==> config.mk <==
export PLATFORM = sky130hd
export DESIGN_NAME = ggx_div
export DESIGN_NICKNAME = d
export VERILOG_FILES = /design/src/rtl/ggx_div.sv
export SDC_FILE = /design/constraint.sdc
export NUM_CORES = 1
export LEC_CHECK = 0
export BUFFER_PORTS_ARGS = -buffer_cell sky130_fd_sc_hd__buf_2
export CAP_MARGIN = 20
export CORE_MARGIN = 10
export CORE_UTILIZATION = 55
export DETAILED_ROUTE_END_ITERATION = 10
export GPL_TIMING_DRIVEN = 0
export PLACE_DENSITY_LB_ADDON = 0.05
export SLEW_MARGIN = 0
export SYNTH_ARGS = -nofsm -noshare
export SYNTH_HDL_FRONTEND = slang
export SYNTH_SLANG_ARGS = --single-unit
==> constraint.sdc <==
create_clock -name clk -period 7.4 [get_ports clk]
set_input_delay 1.48 -clock clk [delete_from_list [all_inputs] [get_ports clk]]
set_output_delay 1.48 -clock clk [all_outputs]
set_load 0.02 [all_outputs]
==> src/rtl/ggx_div.sv <==
// Radix-2 restoring divider giving quotient and remainder, one bit a cycle.
// Uses no package items.
module ggx_div #(
    parameter int W = 50
) (
    input  logic         clk,
    input  logic         rst_n,
    input  logic         start,
    input  logic [W-1:0] num,
    input  logic [W-1:0] den,
    output logic         done,
    output logic [W-1:0] quo,
    output logic [W-1:0] rem
);

    localparam int CNT_W = $clog2(W + 1);

    logic [CNT_W-1:0] cnt_reg;
    logic             done_reg;
    logic [W-1:0]     quo_reg;
    logic [W-1:0]     rem_reg;
    logic [W-1:0]     den_reg;

    logic [W:0]       trial;
    logic [W:0]       diff;
    logic             fits;

    // One trial subtraction per cycle.
    always_comb
    begin
        trial = {rem_reg, quo_reg[W-1]};
        diff  = trial - {1'b0, den_reg};
        fits  = (trial >= {1'b0, den_reg});
    end

    // Iteration count and completion pulse.
    always_ff @(posedge clk or negedge rst_n)
    begin
        if (!rst_n)
        begin
            cnt_reg  <= '0;
            done_reg <= 1'b0;
        end
        else if (start)
        begin
            cnt_reg  <= CNT_W'(W);
            done_reg <= 1'b0;
        end
        else if (cnt_reg != '0)
        begin
            cnt_reg  <= cnt_reg - 1'b1;
            done_reg <= (cnt_reg == CNT_W'(1));
        end
        else
        begin
            done_reg <= 1'b0;
        end
    end

    // Partial remainder and quotient shift register.
    always_ff @(posedge clk)
    begin
        if (start)
        begin
            quo_reg <= num;
            rem_reg <= '0;
            den_reg <= den;
        end
        else if (cnt_reg != '0)
        begin
            quo_reg <= {quo_reg[W-2:0], fits};
            rem_reg <= fits ? diff[W-1:0] : trial[W-1:0];
        end
    end

    assign done = done_reg;
    assign quo  = quo_reg;
    assign rem  = rem_reg;

endmodule

# Yosys cells after proc, flatten, opt, wreduce, memory -nomap -nowiden
# Cells that the tools add are included.
word_totals:
  ff_bits: 157
  elab_cells: 18
  romBits: 0
  mem_count: 0
  latchBits: 0
  ramBits: 0
op_classes:
  n_addsub: 2
  shifts: 0
  n_mul: 0
  div: 0
  mux: 7
  reduce_logical: 2
  n_lt_le_gt_ge: 1
  n_eq_ne: 1
  bitwise: 0
ops:
  columns: ["operator", "count"]
  rows:
  - ["two-way mux 50 bit", 3]
  - [">= comparator 51 x 50 -> 1 bit", 1]
  - ["subtractor 50 bit", 1]
  - ["two-way mux 6 bit", 2]
  - ["equality test 6 x 1 -> 1 bit (second input constant)", 1]
  - ["nonzero test 6 bit", 1]
  - ["subtractor 6 x 1 -> 6 bit (second input constant)", 1]
  - ["two-way mux 1 bit", 2]
  - ["nonzero test 2 bit", 1]

# Logic depth before layout (Yosys ltp)
# Gate-level depths: netlist (run 1).
depth:
  ltp_word: 3
  depth_mapped: 14
  depth_no_buf: 12

# Least setup slack after synthesis (run 1)
# Ideal clock, no wire load.
synth_path:
  path_type: "input to register"
  start: "input start"
  end: "register quo_reg[0] (netlist: quo[0]) (enable)"
  required_time_ns: 6.996
  t_arrival_ns: 3.020
  setup_time_ns: 0.404
  path_stages: 4
  n_path_buf: 2
  setup_slack_ns: 3.975
  path_cell_list: "clkbuf_1 nor2_1 clkbuf_1 inv_1"
synth_between:
  elab_chain_len: 1
synth_lines:
  columns: ["element", "line", "rtl"]
  rows:
  - ["start: declaration", "8", "input logic start,"]
  - ["nonzero test 2 bit (no line)", null, null]
  - ["end signal: assignment", "65", "quo_reg <= num;"]
  - ["end signal: assignment", "71", "quo_reg <= {quo_reg[W-2:0], fits};"]
  - ["end: declaration", "20", "logic [W-1:0] quo_reg;"]
# Every way passes these cells.
# A chain may end at the register's enable or synchronous reset.

# Worst setup path after layout (run 1)
layout_path:
  start: "register quo_reg[49] (netlist: quo[49])"
  end: "register rem_reg[42] (netlist: rem[42])"
layout_between:
  elab_chain_len: 2
  elab_cells_between_ends: 3
  cone_classes: "add/sub: 1; order compare: 1; mux: 1"
layout_lines:
  columns: ["element", "line", "rtl"]
  rows:
  - ["subtractor 50 bit or >= comparator 51 x 50 -> 1 bit (tied branches)", "32, 33", null]
  - ["two-way mux 50 bit *", "72", "rem_reg <= fits ? diff[W-1:0] : trial[W-1:0];"]
  - ["end signal: assignment", "72", null]
  - ["end: declaration", "21", "logic [W-1:0] rem_reg;"]
# Every way passes the cells marked *; elsewhere a longest branch is shown, timed or not.

==> results of run 1 <==
==> routing by layer <==
metal	share of wire, %	GRT usage (%)
met1	41	30.8
met4	3.3	10.7
met5	0.045	0
met3	9.8	8.26
met2	46	39.1
==> path summary, 6_finish.rpt <==
kind                       slack [ns]     from          to
setup / recovery                 3.63  quo[49]     rem[42]
setup reg to reg                 3.63  quo[49]     rem[42]
hold / removal                   0.53   rem[6]      rem[6]
min in group asynchronous        0.87    rst_n        done
max in group asynchronous        6.37    rst_n  cnt_reg[4]
hold reg to reg                  0.53   rem[6]      rem[6]
==> cells in the final DEF (no fill, tap or decap), types with 5 or more instances in the layout <==
master,instances
nand2_1,61
buf_2,215
nand2b_1,9
dfrtp_1,7
xnor2_1,26
clkbuf_1,39
a21oi_1,80
nor3_1,33
o21bai_1,8
nand3_1,13
nor2_1,97
inv_6,5
dfxtp_1,50
nor4_1,6
nand4_1,21
mux2i_1,11
xor2_1,12
mux2_2,51
edfxtp_1,100
a211oi_1,35
buf_6,6
o21a_1,9
and3_1,7
clkbuf_16,17
or3_1,5
o211ai_1,9
inv_1,65
o21ai_0,45
nor2b_1,7
ha_1,52
a21o_1,22
==> power breakdown <==
| part | internal [mW] | switching, mW | total, mW |
|---|---|---|---|
| logic | 0.872 | 1.43 | 2.30 |
| clock network | 0.506 | 0.381 | 0.887 |
| registers | 1.13 | 0.179 | 1.31 |
| total | 2.51 | 1.99 | 4.49 |
==> cell usage after synthesis, types with 9 or more instances <==
master / count
edfxtp_1: 100
nor2_1: 97
a21oi_1: 80
inv_1: 66
nand2_1: 61
ha_1: 52
mux2_2: 51
dfxtp_1: 50
o21ai_0: 45
clkbuf_1: 37
a211oi_1: 35
nor3_1: 33
xnor2_1: 26
a21o_1: 22
nand4_1: 21
nand3_1: 13
buf_2: 12
xor2_1: 12
mux2i_1: 11
nand2b_1: 9
o211ai_1: 9
o21a_1: 9
==> worst max-delay path, delay by kind of cell, from the launching register on <==
kind | cells | cell delay, ns
AO/OA/AOI/OAI | 5 | 1.53
adder cells (fa/ha/maj) | 2 | 0.59
buffers and inverters | 1 | 0.06
flip-flops | 1 | 0.41
multiplexers | 1 | 0.33
AND/OR/NAND/NOR | 3 | 0.74
==> cell families after synthesis <==
| family | synth area share [%] |
|---|---|
| XOR/XNOR | 3.51 |
| multiplexers | 7.21 |
| AND/OR/NAND/NOR | 14.3 |
| flip-flops | 44.1 |
| adder cells (fa/ha/maj) | 7.07 |
| buffers and inverters | 5.38 |
| AO/OA/AOI/OAI | 18.5 |
==> area by class of cell <==
type / count / share of cell area (%)
buffer: 56 / 2.30
clock buffer: 19 / 3.79
clock inverter: 13 / 1.34
inverter: 66 / 2.17
multi-input combinational: 697 / 42.0
sequential: 157 / 36.6
tap: 220 / 2.41
timing repair buffer: 206 / 9.35
==> flow_summary_export.csv, run 1 <==
group,metric,value,unit
outcome,outcome,"finished, final reports clean",
global_routing,grt_antenna_before_repair,1,
layout,final_cell_count_no_fill,1434,
floorplanning,die_height,151,µm
place,dp_slack,3.10,ns
clocking,clk_latency,0.44,ns
power,p_per_area,394,nW/µm²
place,placed_area,10800,µm²
sta,worst_slack,3.63,ns
synthesis,ys_types,71,
drt,viasPerCell,5.86,
worst_setup_path,critPathLaunchType,"register",
layout,multiInputGateArea,4800,µm²
synthesis,ys_seq_elements,157,
place,dp.cells,1401,
sta,fin_setup_tns,0,ns
worst_setup_path,slowest_stage,"a2111o_1",
clocking,cts_setup_buffers,0,
power,power_leakage,5.15,nW
floorplanning,fp.coreArea,16800,µm²
run,drv_cap,0,
drt,drt-total-wl,28.7,mm
layout,syn_to_final_growth,20.3,%
layout,seq_area,4180,µm²
sta,final-hold-violation-count,0,
place,routabilityCongestion,0.945,
clocking,cts.path.max_buffers,2,
clocking,h-tree-depth,4,
sta,finalCritPeriodShare,50.9,%
drt,drc,0,
clocking,cts_hold_buf,0,
drt,final_antenna_net_count,0,
power,finalPower,4.49,mW
hold_path,hold_path_class,"register to register",
floorplanning,die_w,151,µm
synthesis,seq_area_frac_synth,44.1,%
drt,vias,8404,
synthesis,synth_edf_count,100,
sta,hold_ws,0.528,ns
floorplanning,num_rows,47,
worst_setup_path,critPathCaptureType,"register",
floorplanning,start_util,56.6,%
clocking,cts_tree,"yes",
worst_setup_path,arrival,4.10,ns
layout,final_util,68.1,%
worst_setup_path,worst-setup-path-type,"register to register",
power,vdd_drop_max,196,µV
layout,antennaDiodeCount,0,
worst_setup_path,worstPathCellList,"inv_1, ha_1, fa_1, and2b_1, o2111ai_1, a211o_1, a2111o_1, and4b_1, nor2_1, a221o_1, mux2_2, a211oi_1",
sta,rsz0062_at_grt,"no",
place,hpwlAfterDp,21.8,mm
worst_setup_path,slowest_delay,0.46,ns
layout,num-fill-cells,1396,
worst_setup_path,required,7.74,ns
global_routing,grt_pass1_wl,44.6,mm
sta,tightest_slew,0.913,ns
worst_setup_path,reg2reg_depth,12,
clocking,cts.clk_slew.worst_paths,0.07,ns
synthesis,syn_avg_cell_area,9.72,µm²
place,port_buffers,203,
hold_path,whs_path_depth,2,
clocking,cts_made_buffers,17,
synthesis,synth_flop_cell,"edfxtp_1",
sta,skew,0.0147,ns
drt,dr.pass1.iters,5,
synthesis,synth_top_area_share,31.7,%
synthesis,synth_area,9490,µm²
synthesis,yosysWarnings,0,
clocking,clock-root-buffer,"clkbuf_16",
drt,drtIter0Drc,641,
global_routing,gr-usage-all-layers,25.0,%
layout,nets,1357,
global_routing,grt_pass1_vias,8320,
synthesis,synth_nets,1132,
synthesis,yosys-top-cells-area,"edfxtp_1 32%, dfxtp_1 11%, ha_1 6.9%",
synthesis,synth_area_leader_cell,"edfxtp_1",
sta,final-max-slew-violation-count,0,
drt,wl_per_cell,20.0,µm
synthesis,syn_inst,976,
synthesis,ys_async_sr_fraction,4.46,%
layout,fin_area,11400,µm²
sta,finalSetupViolCount,0,
layout,drive_gt1_share,26.4,%
global_routing,grt_max_degree,45,
clocking,post_cts_resized,0,
floorplanning,fp.dieArea,22900,µm²
global_routing,overflow,0,
floorplanning,io_pins,204,
sta,post-route-min-period,3.77,ns
sta,slew_headroom,39.1,%
clocking,clock-sinks,157,
worst_setup_path,worstPathMaxFanout,3,
sta,fmax,0.266,GHz
Power figures use the tool's default switching activity.
==> run 2, diff against run 1 <==
--- a/config.mk
+++ b/config.mk
@@ -8,7 +8,7 @@
 export BUFFER_PORTS_ARGS = -buffer_cell sky130_fd_sc_hd__buf_2
 export CAP_MARGIN = 20
 export CORE_MARGIN = 10
-export CORE_UTILIZATION = 55
+export CORE_UTILIZATION = 50
 export DETAILED_ROUTE_END_ITERATION = 10
 export GPL_TIMING_DRIVEN = 0
 export PLACE_DENSITY_LB_ADDON = 0.05
==> constraint.sdc (replaced) <==
create_clock -name clk -period 3.1 [get_ports clk]
set_input_delay 0.62 -clock clk [delete_from_list [all_inputs] [get_ports clk]]
set_output_delay 0.62 -clock clk [all_outputs]
set_load 0.02 [all_outputs]
==> run 2 against run 1 <==
Effect of this change: the flow now finishes with violations (negative setup slack); sequential cell count is the same; highest routed layer is now met4; largest cell class unchanged; non-clock buffer count increased by 4; final cell count grew 1.3%; clock power is 140% higher.
==> flow_summary_export.csv, run 2 (synthesized netlist as in run 1, its figures left out) <==
group,metric,value,unit
outcome,outcome,"finished, violations left",
outcome,violations,"negative setup slack",
layout,seq_area,4180,µm²
power,p_sw,5.02,mW
worst_setup_path,worstPathMaxFanout,3,
sta,slew_headroom,35.4,%
power,p_per_area,941,nW/µm²
power,vdd_drop_max,576,µV
clocking,clk_latency,0.45,ns
sta,tightest_slew,0.969,ns
floorplanning,die_height,158,µm
floorplanning,die_w,158,µm
drt,wl_per_cell,20.3,µm
worst_setup_path,timing.rr.end,"rem[42]",
place,hpwlAfterDp,21.8,mm
sta,fin_setup_tns,-1.97,ns
worst_setup_path,critPathLaunchType,"register",
power,power_leakage,5.29,nW
place,routabilityCongestion,0.921,
global_routing,grt_max_degree,39,
worst_setup_path,reg2reg_depth,11,
sta,skew,0.0174,ns
clocking,cts_tree,"yes",
global_routing,overflow,0,
sta,fmax,0.298,GHz
clocking,cts_made_buffers,17,
drt,final_antenna_net_count,0,
hold_path,hold_path_end,"den_reg[5]",
layout,syn_to_final_growth,24.3,%
worst_setup_path,required,3.47,ns
drt,drtIter0Drc,592,
hold_path,holdCritStartpoint,"den[5]",
layout,nets,1361,
drt,viasPerCell,5.81,
floorplanning,start_util,50.7,%
sta,finalSetupViolCount,28,
global_routing,grt_antenna_before_repair,1,
clocking,h-tree-depth,4,
floorplanning,io_pins,204,
global_routing,grt_pass1_wl,46.0,mm
layout,multiInputGateArea,5030,µm²
worst_setup_path,slowest_delay,0.45,ns
clocking,clock-sinks,157,
layout,layout_commonest_cell,"buf_2",
worst_setup_path,arrival,3.73,ns
drt,drt-total-wl,29.6,mm
power,p_sw_share,45.3,%
hold_path,hold_path_class,"primary input to register",
drt,vias,8446,
floorplanning,fp.dieArea,24900,µm²
worst_setup_path,cp_top_family,"compound AO/OA/AOI/OAI gates",
drt,drc,0,
place,dp.cells,1415,
floorplanning,num_rows,50,
sta,final-hold-violation-count,0,
worst_setup_path,r2r_start,"den_reg[0]",
clocking,clock-root-buffer,"clkbuf_16",
sta,post-route-min-period,3.36,ns
global_routing,gr-usage-all-layers,23.8,%
power,seqPwrFrac,28.1,%
worst_setup_path,slowest_stage,"edfxtp_1",
worst_setup_path,worstPathCellList,"ha_4, fa_2, and2b_1, o2111ai_2, a211o_1, a2111o_1, and4b_2, nor2_4, a221o_1, mux2_4, a211oi_2",
sta,rsz0062_at_grt,"yes",
layout,num-fill-cells,1592,
global_routing,grt_pass1_vias,8479,
drt,dr.pass1.iters,5,
place,port_buffers,203,
power,p_int,6.06,mW
run,drv_cap,0,
sta,final-max-slew-violation-count,0,
place,dp_slack,-0.454,ns
sta,worst_slack,-0.259,ns
floorplanning,fp.coreArea,18700,µm²
power,power_frac_clock,19.0,%
worst_setup_path,worst-setup-path-type,"register to register",
sta,finalCritPeriodShare,108,%
worst_setup_path,critPathCaptureType,"register",
power,p_comb_share,53.0,%
clocking,cts.path.max_buffers,2,
clocking,cts.clk_slew.worst_paths,0.08,ns
hold_path,whs_path_depth,1,
worst_setup_path,cp_num_buf_inv,0,
layout,final_cell_mix,"210 x buf_2, 100 x edfxtp_1, 94 x nor2_1, 73 x a21oi_1, 64 x inv_1",
layout,final_cell_count_no_fill,1453,
layout,drive_gt1_share,30.6,%
worst_setup_path,reg2reg_slack,-0.26,ns
sta,hold_ws,0.343,ns
==> run 2: cell count changes in the layout (fill, tap and decap cells not counted), moves of 4 or more <==
| cell | before | now |
|---|---|---|
| buf_4 | 0 | 18 |
| clkbuf_1 | 39 | 22 |
| a21oi_1 | 80 | 73 |
| a21oi_2 | 0 | 6 |
| buf_2 | 215 | 210 |
| o21ai_0 | 45 | 40 |
| clkinv_8 | 0 | 4 |
==> run 2: layout make-up <==
| type | count | share of cell area [%] |
|---|---|---|
| antenna | 1 | 0.0212 |
| buffer | 44 | 2.10 |
| clock buffer | 17 | 3.61 |
| clock inverter | 15 | 1.41 |
| inverter | 66 | 2.11 |
| multi-input combinational | 697 | 42.7 |
| sequential | 157 | 35.5 |
| tap | 234 | 2.48 |
| timing repair buffer | 222 | 10.1 |
==> run 2: worst register-to-register path, cell delays in order (launching register included) <==
cell and delay [ns]:
edfxtp_1 0.45, ha_4 0.20, fa_2 0.36, and2b_1 0.24, o2111ai_2 0.16, a211o_1 0.37
a2111o_1 0.41, and4b_2 0.31, nor2_4 0.13, a221o_1 0.18, mux2_4 0.31, a211oi_2 0.16
==> run 2: repair_timing <==
action	4_1_cts	5_1_grt
pin swaps	12	18
gates cloned	0	0
endpoints found under the hold margin	3	0
hold buffers	1	0
resized for setup	28	33
endpoints found under the setup margin	46	88
setup buffers	8	7
==> run 2: power by group through the flow <==
stage	logic (mW)	clock network (mW)	registers, mW
final	5.87	2.10	3.11
after global routing	6.41	2.22	3.19
after global placement	5.42	0	3.13
after CTS	5.64	2.14	3.10
after floorplan	3.51	0	3.53
after detailed placement	5.45	0	3.13
==> run 2: metrics by stage <==
| step | utilization, % | power [mW] | cell area [µm²] |
|---|---|---|---|
| floorplan | - | 7.04 | 9520 |
| global placement | 57.9 | 8.55 | 10800 |
| detailed placement | 58.1 | 8.59 | 10900 |
| CTS | 62.1 | 10.9 | 11600 |
| global route | 63.0 | 11.8 | 11800 |
| finish | 63.0 | 11.1 | 11800 |
==> run 2: how the worst max path moves through the flow <==
stage | slack [ns] | depth (start not counted) | from | end
after floorplan | -0.01 | 12 | quo[49] | rem[42]
after detailed placement | -0.45 | 7 | start | quo[44]
after CTS | -0.20 | 11 | den_reg[0] | rem[42]
after global routing | -0.33 | 12 | quo[49] | rem[44]
after global placement | -1.59 | 5 | start | quo[43]
final | -0.26 | 11 | den_reg[0] | rem[42]
==> run 2: routing by layer <==
| metal | part of all wire (%) | global-route usage, % | up-vias |
|---|---|---|---|
| li1 | - | - | 4049 |
| met1 | 42 | 30.0 | 3965 |
| met2 | 45 | 36.8 | 368 |
| met3 | 9.6 | 8.17 | 64 |
| met4 | 3.4 | 9.22 | 0 |
| met5 | 0 | 0 | - |
